==> src/hw/rtl/hgs_pkg.sv <==
package hgs_pkg;

  // fixed-point format of every 48-bit value
  localparam int FRACTION_BITS = 16;
  localparam int DATA_W        = 48;
  localparam int PRES_W        = DATA_W - 1;
  localparam int GAS_W         = 32;

  // accumulator holds gas * |tv| * |dp|
  localparam int M_W   = GAS_W + DATA_W;
  localparam int ACC_W = GAS_W + 2 * DATA_W;
  localparam int CNT_W = $clog2(DATA_W);

  localparam logic [GAS_W-1:0]  GAS_RESET = GAS_W'(18811453);
  localparam logic [DATA_W-1:0] SAT_MAX   = {1'b0, {(DATA_W-1){1'b1}}};
  localparam logic [DATA_W-1:0] SAT_MIN   = {1'b1, {(DATA_W-1){1'b0}}};

  typedef struct packed {
    logic [PRES_W-1:0]        level_pressure;
    logic signed [DATA_W-1:0] virtual_temp;
    logic signed [DATA_W-1:0] layer_thickness;
    logic signed [DATA_W-1:0] surface_geopot;
    logic                     column_start;
  } in_item_t;

  typedef struct packed {
    logic signed [DATA_W-1:0] geopotential;
    logic                     range_error;
  } out_item_t;

  // finished result offered by the sequencer
  typedef struct packed {
    logic      valid;
    out_item_t item;
  } res_t;

endpackage

==> src/hw/rtl/hgs_addsub.sv <==
module hgs_addsub (
  input  logic [hgs_pkg::ACC_W-1:0] a,
  input  logic [hgs_pkg::ACC_W-1:0] b,
  input  logic                      sub,
  output logic [hgs_pkg::ACC_W-1:0] sum,
  output logic                      carry
);
  import hgs_pkg::*;

  logic [ACC_W-1:0] b_eff;

  // shared wide adder, carry out set means a >= b when subtracting
  assign b_eff = sub ? ~b : b;
  assign {carry, sum} = {1'b0, a} + {1'b0, b_eff} + {{ACC_W{1'b0}}, sub};

endmodule

==> src/hw/rtl/hgs_seq.sv <==
module hgs_seq (
  input  logic                      clk,
  input  logic                      rst_n,
  input  logic [hgs_pkg::GAS_W-1:0] gas,
  input  logic                      in_valid,
  input  hgs_pkg::in_item_t         in_item,
  output logic                      in_stall,
  output hgs_pkg::res_t             res,
  input  logic                      res_ready
);
  import hgs_pkg::*;

  typedef enum logic [6:0] {
    S_IDLE = 7'b0000001,
    S_MUL1 = 7'b0000010,
    S_MUL2 = 7'b0000100,
    S_CMP  = 7'b0001000,
    S_DIV  = 7'b0010000,
    S_WSAT = 7'b0100000,
    S_FIN  = 7'b1000000
  } state_t;

  localparam logic [CNT_W-1:0] GAS_LAST  = CNT_W'(GAS_W - 1);
  localparam logic [CNT_W-1:0] DATA_LAST = CNT_W'(DATA_W - 1);

  state_t             state_r, state_nxt;
  logic [CNT_W-1:0]   cnt_r;
  logic [ACC_W-1:0]   acc_r;
  logic [M_W-1:0]     m_r;
  logic [DATA_W-1:0]  mplier_r;
  logic [DATA_W-1:0]  dpm_r;
  logic [DATA_W-1:0]  rem_r;
  logic [DATA_W-1:0]  q_r;
  logic [PRES_W-1:0]  pres_r;
  logic [DATA_W-1:0]  phis_r;
  logic [DATA_W-1:0]  w_r;
  logic [DATA_W-1:0]  sum_r;
  logic               start_r, neg_r, zero_r, big_r, flag_r;

  logic               accept;
  logic [DATA_W-1:0]  tv_mag, dp_mag, rem2;
  logic [ACC_W-1:0]   op_a, op_b, add_sum;
  logic               op_sub, add_carry;
  logic [DATA_W-1:0]  w_nxt;
  logic               wflag_nxt;
  logic [DATA_W-1:0]  sum_eff, half;
  logic [DATA_W+1:0]  phi_x;
  logic [DATA_W:0]    nsum_x;
  logic               phi_ovf, sum_ovf;
  logic [DATA_W-1:0]  phi_sat, nsum_sat;

  assign accept   = in_valid && (state_r == S_IDLE);
  assign in_stall = (state_r != S_IDLE);

  // magnitudes of the signed factors
  assign tv_mag = in_item.virtual_temp[DATA_W-1] ?
                  (~in_item.virtual_temp + 1'b1) : in_item.virtual_temp;
  assign dp_mag = in_item.layer_thickness[DATA_W-1] ?
                  (~in_item.layer_thickness + 1'b1) : in_item.layer_thickness;

  // partial remainder with the next numerator bit shifted in
  assign rem2 = {rem_r[DATA_W-2:0], acc_r[FRACTION_BITS+DATA_W-1]};

  // operand select for the shared adder
  always_comb begin
    op_a   = '0;
    op_b   = '0;
    op_sub = 1'b0;
    unique case (state_r)
      S_MUL1, S_MUL2: begin
        op_a = acc_r << 1;
        op_b = mplier_r[DATA_W-1] ? ACC_W'(m_r) : '0;
      end
      S_CMP: begin
        op_a   = ACC_W'(acc_r[ACC_W-1:FRACTION_BITS+DATA_W]);
        op_b   = ACC_W'(pres_r);
        op_sub = 1'b1;
      end
      S_DIV: begin
        op_a   = ACC_W'(rem2);
        op_b   = ACC_W'(pres_r);
        op_sub = 1'b1;
      end
      default: begin
        op_a = '0;
      end
    endcase
  end

  hgs_addsub u_addsub (
    .a     (op_a),
    .b     (op_b),
    .sub   (op_sub),
    .sum   (add_sum),
    .carry (add_carry)
  );

  // signed increment with saturation
  always_comb begin
    w_nxt     = q_r;
    wflag_nxt = 1'b0;
    if (big_r) begin
      w_nxt     = (neg_r && !zero_r) ? SAT_MIN : SAT_MAX;
      wflag_nxt = 1'b1;
    end else if (!neg_r) begin
      if (q_r[DATA_W-1]) begin
        w_nxt     = SAT_MAX;
        wflag_nxt = 1'b1;
      end
    end else if (q_r[DATA_W-1] && (|q_r[DATA_W-2:0])) begin
      w_nxt     = SAT_MIN;
      wflag_nxt = 1'b1;
    end else begin
      w_nxt = ~q_r + 1'b1;
    end
  end

  // geopotential and new running sum
  assign sum_eff  = start_r ? '0 : sum_r;
  assign half     = {w_r[DATA_W-1], w_r[DATA_W-1:1]};
  assign phi_x    = {{2{phis_r[DATA_W-1]}}, phis_r} + {{2{sum_eff[DATA_W-1]}}, sum_eff}
                  + {{2{half[DATA_W-1]}}, half};
  assign nsum_x   = {sum_eff[DATA_W-1], sum_eff} + {w_r[DATA_W-1], w_r};
  assign phi_ovf  = (phi_x[DATA_W+1] != phi_x[DATA_W-1]) || (phi_x[DATA_W] != phi_x[DATA_W-1]);
  assign sum_ovf  = (nsum_x[DATA_W] != nsum_x[DATA_W-1]);
  assign phi_sat  = phi_ovf ? (phi_x[DATA_W+1] ? SAT_MIN : SAT_MAX) : phi_x[DATA_W-1:0];
  assign nsum_sat = sum_ovf ? (nsum_x[DATA_W] ? SAT_MIN : SAT_MAX) : nsum_x[DATA_W-1:0];

  assign res.valid                  = (state_r == S_FIN);
  assign res.item.geopotential      = phi_sat;
  assign res.item.range_error       = flag_r || phi_ovf || sum_ovf;

  // sequencer
  always_comb begin
    state_nxt = state_r;
    unique case (state_r)
      S_IDLE: if (in_valid) state_nxt = S_MUL1;
      S_MUL1: if (cnt_r == GAS_LAST) state_nxt = S_MUL2;
      S_MUL2: if (cnt_r == DATA_LAST) state_nxt = S_CMP;
      S_CMP:  state_nxt = add_carry ? S_WSAT : S_DIV;
      S_DIV:  if (cnt_r == DATA_LAST) state_nxt = S_WSAT;
      S_WSAT: state_nxt = S_FIN;
      S_FIN:  if (res_ready) state_nxt = S_IDLE;
      default: state_nxt = S_IDLE;
    endcase
  end

  // control state and running sum
  always_ff @(posedge clk) begin
    if (!rst_n) begin
      state_r <= S_IDLE;
      cnt_r   <= '0;
      sum_r   <= '0;
    end else begin
      state_r <= state_nxt;
      if (accept || (state_r == S_CMP) || (state_nxt != state_r)) begin
        cnt_r <= '0;
      end else begin
        cnt_r <= cnt_r + 1'b1;
      end
      if ((state_r == S_FIN) && res_ready) begin
        sum_r <= nsum_sat;
      end
    end
  end

  // datapath registers
  always_ff @(posedge clk) begin
    unique case (state_r)
      S_IDLE: begin
        if (in_valid) begin
          pres_r   <= in_item.level_pressure;
          phis_r   <= in_item.surface_geopot;
          start_r  <= in_item.column_start;
          neg_r    <= in_item.virtual_temp[DATA_W-1] ^ in_item.layer_thickness[DATA_W-1];
          dpm_r    <= dp_mag;
          m_r      <= M_W'(tv_mag);
          mplier_r <= {gas, {(DATA_W-GAS_W){1'b0}}};
          acc_r    <= '0;
        end
      end
      S_MUL1: begin
        mplier_r <= mplier_r << 1;
        if (cnt_r == GAS_LAST) begin
          m_r      <= add_sum[M_W-1:0];
          acc_r    <= '0;
          mplier_r <= dpm_r;
        end else begin
          acc_r <= add_sum;
        end
      end
      S_MUL2: begin
        mplier_r <= mplier_r << 1;
        acc_r    <= add_sum;
      end
      S_CMP: begin
        zero_r <= (acc_r == '0);
        big_r  <= add_carry;
        rem_r  <= acc_r[FRACTION_BITS+DATA_W +: DATA_W];
        q_r    <= '0;
      end
      S_DIV: begin
        acc_r <= acc_r << 1;
        if (add_carry) begin
          rem_r <= add_sum[DATA_W-1:0];
          q_r   <= {q_r[DATA_W-2:0], 1'b1};
        end else begin
          rem_r <= rem2;
          q_r   <= {q_r[DATA_W-2:0], 1'b0};
        end
      end
      S_WSAT: begin
        w_r    <= w_nxt;
        flag_r <= wflag_nxt;
      end
      S_FIN: begin
        w_r <= w_r;
      end
      default: begin
        w_r <= w_r;
      end
    endcase
  end

endmodule

==> src/hw/rtl/hydrostatic_geopotential_scan.sv <==
// channel | handshake             | payload
// --------+-----------------------+---------------------------------
// in      | in_valid / in_stall   | in_data   (level fields)
// out     | out_valid / out_stall | out_data  (geopotential, flag)
// cfg     | cfg_valid / cfg_ready | cfg_data  (gas constant)
//
// Each item runs through one shared 128-bit adder: the accept step, 32 + 48
// shift-add steps, one range compare, 48 restoring divide steps and the finishing
// states S_WSAT and S_FIN; zero pressure or an oversize quotient skips the divide.
// Reset is synchronous; it clears the running sum and restores the gas constant.
// A result waits in the output register under out_stall while the next item
// is taken; the sequencer holds its result only if that register is still full.
module hydrostatic_geopotential_scan (
  input  logic                      clk,
  input  logic                      rst_n,
  input  logic                      in_valid,
  output logic                      in_stall,
  input  hgs_pkg::in_item_t         in_data,
  output logic                      out_valid,
  input  logic                      out_stall,
  output hgs_pkg::out_item_t        out_data,
  input  logic                      cfg_valid,
  output logic                      cfg_ready,
  input  logic [hgs_pkg::GAS_W-1:0] cfg_data
);
  import hgs_pkg::*;

  logic [GAS_W-1:0] gas_r;
  logic             out_valid_r;
  out_item_t        out_data_r;
  res_t             res;
  logic             res_ready;

  // gas constant register
  assign cfg_ready = 1'b1;
  always_ff @(posedge clk) begin
    if (!rst_n) begin
      gas_r <= GAS_RESET;
    end else if (cfg_valid) begin
      gas_r <= cfg_data;
    end
  end

  hgs_seq u_seq (
    .clk       (clk),
    .rst_n     (rst_n),
    .gas       (gas_r),
    .in_valid  (in_valid),
    .in_item   (in_data),
    .in_stall  (in_stall),
    .res       (res),
    .res_ready (res_ready)
  );

  // output register
  assign res_ready = !out_valid_r || !out_stall;
  always_ff @(posedge clk) begin
    if (!rst_n) begin
      out_valid_r <= 1'b0;
    end else if (res.valid && res_ready) begin
      out_valid_r <= 1'b1;
    end else if (!out_stall) begin
      out_valid_r <= 1'b0;
    end
  end

  always_ff @(posedge clk) begin
    if (res.valid && res_ready) begin
      out_data_r <= res.item;
    end
  end

  assign out_valid = out_valid_r;
  assign out_data  = out_data_r;

endmodule

==> config.mk <==
export PLATFORM = sky130hd
export DESIGN_NAME = hydrostatic_geopotential_scan
export DESIGN_NICKNAME = d
export VERILOG_FILES = /design/src/hw/rtl/hgs_pkg.sv /design/src/hw/rtl/hgs_addsub.sv /design/src/hw/rtl/hgs_seq.sv /design/src/hw/rtl/hydrostatic_geopotential_scan.sv
export SDC_FILE = /design/constraint.sdc
export NUM_CORES = 2
export LEC_CHECK = 0
export BUFFER_PORTS_ARGS = -buffer_cell sky130_fd_sc_hd__buf_2
export CAP_MARGIN = 20
export CORE_ASPECT_RATIO = 0.6
export CORE_MARGIN = 2
export CORE_UTILIZATION = 40
export CTS_BUF_LIST = sky130_fd_sc_hd__clkbuf_16
export CTS_CLUSTER_DIAMETER = 100
export DETAILED_ROUTE_END_ITERATION = 7
export PLACE_DENSITY = 0.56
export SLEW_MARGIN = 30
export SYNTH_ARGS = -nofsm -noshare
export SYNTH_HDL_FRONTEND = slang
export SYNTH_HIERARCHICAL = 1
export SYNTH_SLANG_ARGS = --single-unit
==> constraint.sdc <==
create_clock -name clk -period 10.26 [get_ports clk]
set_clock_uncertainty 0.2 [all_clocks]
set_input_delay 1.026 -clock clk [delete_from_list [all_inputs] [get_ports clk]]
set_output_delay 1.026 -clock clk [all_outputs]
set_load 0.01 [all_outputs]
Word level (Yosys, flattened, before mapping)

Cells that the tools add are included.

Output and inout port bits: 52
Register bits: 690

Reduce and logical (&&, ||, !) cells: 26
Equality and inequality tests: 17
Mux-type cells: 42
$add $sub $neg: 9
Bitwise logic cells: 6

Operator list:

| cell                  | number |
|---|---|
| $mux 48               | 12 |
| $pmux 128 s4          | 1 |
| $mux 128              | 3 |
| $pmux 128 s3          | 1 |
| $pmux 128 s2          | 1 |
| $mux 80               | 3 |
| $pmux 80 s2           | 1 |
| $add 48x1->48 const B | 3 |
| $not 48->48           | 3 |
| $pmux 48 s3           | 1 |
| $mux 47               | 3 |
| $add 128x128->129     | 1 |
| $add 129x1->129       | 1 |
| $logic_not 128->1     | 1 |
| $not 128->128         | 1 |
| $add 48x48->49        | 2 |
| $pmux 48 s2           | 1 |
| $pmux 47 s2           | 1 |
| $add 49x47->50        | 1 |
| $pmux 7 s7            | 1 |
| $reduce_or 47->1      | 1 |
| $mux 7                | 5 |
| $eq 7x1->1 const B    | 1 |
| $eq 7x2->1 const B    | 1 |
| other kinds (26)      | 50 |

Depth between registers and ports, before layout

Word-level depth: 12
Depth in mapped cells: 26

Modules after synthesis

The synthesis kept the hierarchy.

By module, submodules not included:

| module                        | area an instance (µm²) | sequential area each (µm²) | cells an instance | instances |
|---|---|---|---|---|
| hgs_seq                       | 35,708.0               | 17,646.9                   | 3,381             | 1 |
| hgs_addsub                    | 9,658.0                | 0.0                        | 1,449             | 1 |
| hydrostatic_geopotential_scan | 2,726.4                | 2,132.0                    | 159               | 1 |

Worst setup path after synthesis

Ideal clock, no wire load.

Path type: register -> register
Start: register u_seq.state_r[2]
End: register u_seq.rem_r[0], data pin
Library setup time: 267 ps
Period minus slack after synthesis: 9,093 ps
Arrival time: 8,626 ps
Setup slack: 1,167 ps
Stages on the path, launching flop included: 27
Path buffers: 6
Data required time: 9,793 ps
Cell sequence: dfxtp_1 nor3_1 nand2_1 nor3b_1 inv_1 nand2_1 clkbuf_1 clkbuf_1 buf_1 xor2_1 ha_1 buf_2 nand4_1 or3_1 or3_4 nor3_2 o211ai_2 a31oi_4 a41oi_4 o21ai_4 a31oi_4 o21bai_1 a211o_1 clkbuf_1 clkbuf_1 mux2i_1 o21ai_0

Elaborated cells between the ends (all ways): 15

RTL lines:

| item                                            | line             | RTL |
|---|---|---|
| from (decl)                                     | hgs_seq.sv:26    | `state_t state_r, state_nxt;` |
| from (signal assigned)                          | hgs_seq.sv:155   | `state_r <= state_nxt;` |
| $eq 7x5->1 / $eq 7x4->1 (equally long branches) | hgs_seq.sv:69    | `unique case (state_r)` |
| $reduce_or 2->1 (no line) (*)                   | --               |  |
| $mux 1 (*)                                      | hgs_seq.sv:69    |  |
| named net u_seq.op_sub                          | hgs_seq.sv:43    | `logic op_sub, add_carry;` |
| $mux 128                                        | hgs_addsub.sv:13 | `assign b_eff = sub ? ~b : b;` |
| $add 128x128->129                               | hgs_addsub.sv:14 | `assign {carry, sum} = {1'b0, a} + {1'b0, b_eff} + {{ACC_W{1'b0}}, sub};` |
| $add 129x1->129 (*)                             | hgs_addsub.sv:14 |  |
| named net u_seq.add_carry                       | hgs_seq.sv:43    |  |
| $mux 47 (*)                                     | hgs_seq.sv:204   | `if (add_carry) begin` |
| $pmux 47 s2 (*)                                 | hgs_seq.sv:169   | `unique case (state_r)` |
| to (signal assigned)                            | hgs_seq.sv:199   | `rem_r <= acc_r[FRACTION_BITS+DATA_W +: DATA_W];` |
| to (signal assigned)                            | hgs_seq.sv:205   | `rem_r <= add_sum[DATA_W-1:0];` |
| to (signal assigned)                            | hgs_seq.sv:208   | `rem_r <= rem2;` |
| to (decl)                                       | hgs_seq.sv:32    | `logic [DATA_W-1:0] rem_r;` |

Mark *: on every way through the listed nets, which the timed path passes. The rest lies on a longest branch.
A chain may end at the register's enable or synchronous reset.

Worst setup path in the final report

Start: register u_seq.state_r[2]
End: register u_seq.rem_r[3], data pin

Longest elaborated chain between the ends: 9
Elaborated cells between the ends (all ways): 15

Ends and longest elaborated chain:

| item                                      | line             | RTL |
|---|---|---|
| $eq 7x5->1 (tied with other cells)        | hgs_seq.sv:69    |  |
| $reduce_or 2->1, on equally long branches | --               |  |
| $pmux 128 s2 (*)                          | hgs_seq.sv:69    |  |
| named net u_seq.op_b[31]                  | hgs_seq.sv:42    | `logic [ACC_W-1:0] op_a, op_b, add_sum;` |
| $not 128->128                             | hgs_addsub.sv:13 |  |
| $mux 128 (*)                              | hgs_addsub.sv:13 |  |
| $add 128x128->129 (*)                     | hgs_addsub.sv:14 |  |
| $add 129x1->129 (*)                       | hgs_addsub.sv:14 |  |
| named net u_seq.add_carry                 | hgs_seq.sv:43    |  |
| $mux 47 (*)                               | hgs_seq.sv:204   |  |
| $pmux 47 s2 (*)                           | hgs_seq.sv:169   |  |

Marked as above.

==> key figures <==
Route
  • Detailed-route wire length: around 170 mm
  • ANT nets after route: 0
  • DR pass1 iterations: 8
  • Iter 0 DRT Violations: ~5000
  • DRC: 15
  • WL per Instance: ~25 µm
  • Vias per cell: 6.014
  • Vias: 41100

STA
  • WHS: approximately 0.27 ns
  • Final hold vios: 0
  • Setup TNS: 0 ns
  • Final Max Slew Viols: 0
  • Final setup fails: 0
  • RSZ-0062 raised after global routing: false
  • Period utilization: 79.58%
  • Slew margin rel.: between 20% and 30%
  • Minimum clock period: around 8.2 ns
  • Post-route worst setup slack: approximately 2.1 ns
  • Worst Tran Pin Value: 1.157 ns
  • Fmax: 122.5 MHz

Worst setup path
  • CP Max Fanout: 50
  • Arrival @ worst endpoint: 8.38 ns
  • Critical path class: flip-flop to flip-flop
  • Nature of the critical path startpoint: flip-flop
  • WP data required: around 10 ns
  • Crit end category: flip-flop

Cells and area
  • Share of cells above drive strength 1: ~10%
  • # nets final: 5687
  • Most frequent cells in the layout: edfxtp_1 (596), o21ai_0 (481), a21oi_1 (443)
  • Post-route cell area: 0.05391 mm²
  • Area Growth Syn to Fin: 12.10%
  • Commonest non-fill, non-tap cell in the layout: edfxtp_1

Outcome
  • Failing checks: design-rule violations
  • Run status: finished with violations

Min path
  • Worst min-delay path class: flip-flop to flip-flop

Global route
  • Initial antenna violation count: 12
  • Gr ovfl total: 0
  • Vias in the first global route: around 37000
  • First-pass GRT wire length: 246.7 mm
  • Largest net degree at the start of global routing: 176
  • Overall routing resource usage: between 20% and 30%

Place
  • Post-placement setup slack: around 2.3 ns
  • DP Area: between 0.05 and 0.06 mm²
  • Hpwl dp: around 130 mm
  • Gp weighted congestion: 0.9744
  • IO Port Bufs: 279

Clock tree
  • Max clock buf depth: 3
  • Num CTS Buffers: between 70 and 80
  • Post-CTS sizing: 0
  • Postcts setup bufs: 0
  • CTS tree: built
  • Clock Latency Late Sink: ~0.7 ns
  • Hold-fix buffers at CTS: 0
  • Root buffer cell: clkbuf_16
  • Clk sinks: slightly below 700
  • CTS clock-pin slew for the worst setup and hold paths: roughly 0.06 ns
  • H-tree Lvls: 3

Pwr
  • Total power: roughly 0.0073 W
  • Leak: around 22 nW
  • Maximum vdd drop: about 0.12 mV
  • Pwr dens: 135.8 mW/mm²

Synth
  • Synth area leaders: edfxtp_1 (37%), ha_1 (6.3%), o21ai_0 (5.0%)
  • Number of synthesis warnings: 6
  • Library cells used by synthesis: 91
  • Register area share after synthesis: 41.13%
  • Post-synth EDFFs: roughly 600
  • Mean Syn Cell Area: a little under 10 µm²
  • Async S/R FF share, synth: 0%
  • Primary FF master, synth: edfxtp_1
  • Area leader, netlist: edfxtp_1
  • Post-synthesis instance total: 4989
  • Mapped Area: approximately 0.048 mm²
  • #FFs+latches synth: around 700
  • Synth top area share: a little under two fifths

Floorplan
  • Die height: between 200 and 300 µm
  • Initial core utilization: 40.35%
  • Core area: roughly 0.12 mm²
  • I/O pins: approximately 280
  • Rows: 98
  • Die area: around 0.12 mm²
  • Die Span X: between 400 and 500 µm

Run
  • # Max-Cap Violations: 0
-- per-layer routing --
metal  part of all wire (%)  track usage [%]
met5                  0.015                0
met3                     13            10.52
met4                    1.3            4.330
met1                     51            43.37
met2                     35            30.99
-- report_power, final --
part	switching (W)	internal [W]
clock	0.00129	0.00167
combinational	0.000580	0.000293
sequential	0.000199	0.00329
-- path summary, 6_finish.rpt --
kind	startpoint	to	slack [ns]	cells past startpoint
hold reg to reg	u_seq/cnt_r[0]	u_seq/cnt_r[0]	0.27	1
hold / removal	u_seq/cnt_r[0]	u_seq/cnt_r[0]	0.27	1
setup / recovery	u_seq/state_r[2]	u_seq/rem_r[3]	2.10	24
setup reg to reg	u_seq/state_r[2]	u_seq/rem_r[3]	2.10	24
-- layout make-up --
class,count,area (µm²)
fill,11550,65270
multi-input combinational,3878,26820
sequential,690,19780
timing repair buffer,348,2023
tap,1600,2002
clock buffer,77,1927
clock inverter,60,683.2
inverter,173,654.4
antenna,8,20.02
-- cells by family (layout without fill, tap and decap cells) --
| family | after synthesis | after routing | share of synthesized area [%] |
|---|---|---|---|
| other | 2 | 57 | 0.01562 |
| AND/OR/NAND/NOR | 1330 | 1330 | 14.16 |
| adder cells (fa/ha/maj) | 292 | 292 | 8.393 |
| multiplexers | 84 | 84 | 1.751 |
| XOR/XNOR | 439 | 439 | 7.995 |
| flip-flops | 690 | 690 | 41.13 |
| AO/OA/AOI/OAI | 1684 | 1684 | 22.77 |
| buffers and inverters | 468 | 658 | 3.791 |
-- worst max-delay path: stages (launching register included) --
cell      delay (ns)
dfxtp_1         0.34
nor3_1          0.41
nand2_1         0.18
nor3b_2         0.19
buf_4           0.47
inv_1           0.17
nand2_4         0.60
buf_12          0.33
a22o_1          0.19
xor2_1          0.07
ha_1            0.42
nand4_1         0.16
or3_1           0.43
or3_4           0.42
nor3_2          0.18
o211ai_2        0.19
a31oi_4         0.35
a41oi_4         0.24
o21ai_4         0.35
a31oi_4         0.22
o21bai_1        0.26
a211o_2         0.73
buf_12          0.29
mux2i_1         0.21
o21ai_0         0.10
-- per-stage QoR --
step / cells / utilization [%]
6_report: 6834 / 45.23
3_5_place_dp: 6687 / 42.97
3_3_place_gp: 6687 / 42.94
5_1_grt: 6828 / 45.22
2_1_floorplan: 5036 / -
4_1_cts: 6824 / 45.16
-- cells in the mapped netlist (all sizes together), types with 100 or more instances --
master / n
ha: 241
xor2: 258
a22o: 207
xnor2: 181
clkbuf: 262
nor2: 208
inv: 173
and2: 160
a21o: 111
edfxtp: 596
o21ai: 490
nand2: 394
nor3: 100
a21oi: 447
-- registers in the layout (all words and copies together), names as in the netlist, 6 cells and up --
register        flops
gas_r              32
out_data           49
u_seq/acc_r       128
u_seq/cnt_r         6
u_seq/dpm_r        48
u_seq/m_r          80
u_seq/mplier_r     48
u_seq/phis_r       48
u_seq/pres_r       47
u_seq/q_r          48
u_seq/rem_r        47
u_seq/state_r       7
u_seq/sum_r        48
u_seq/w_r          48
(Power assumes the default switching activity.)
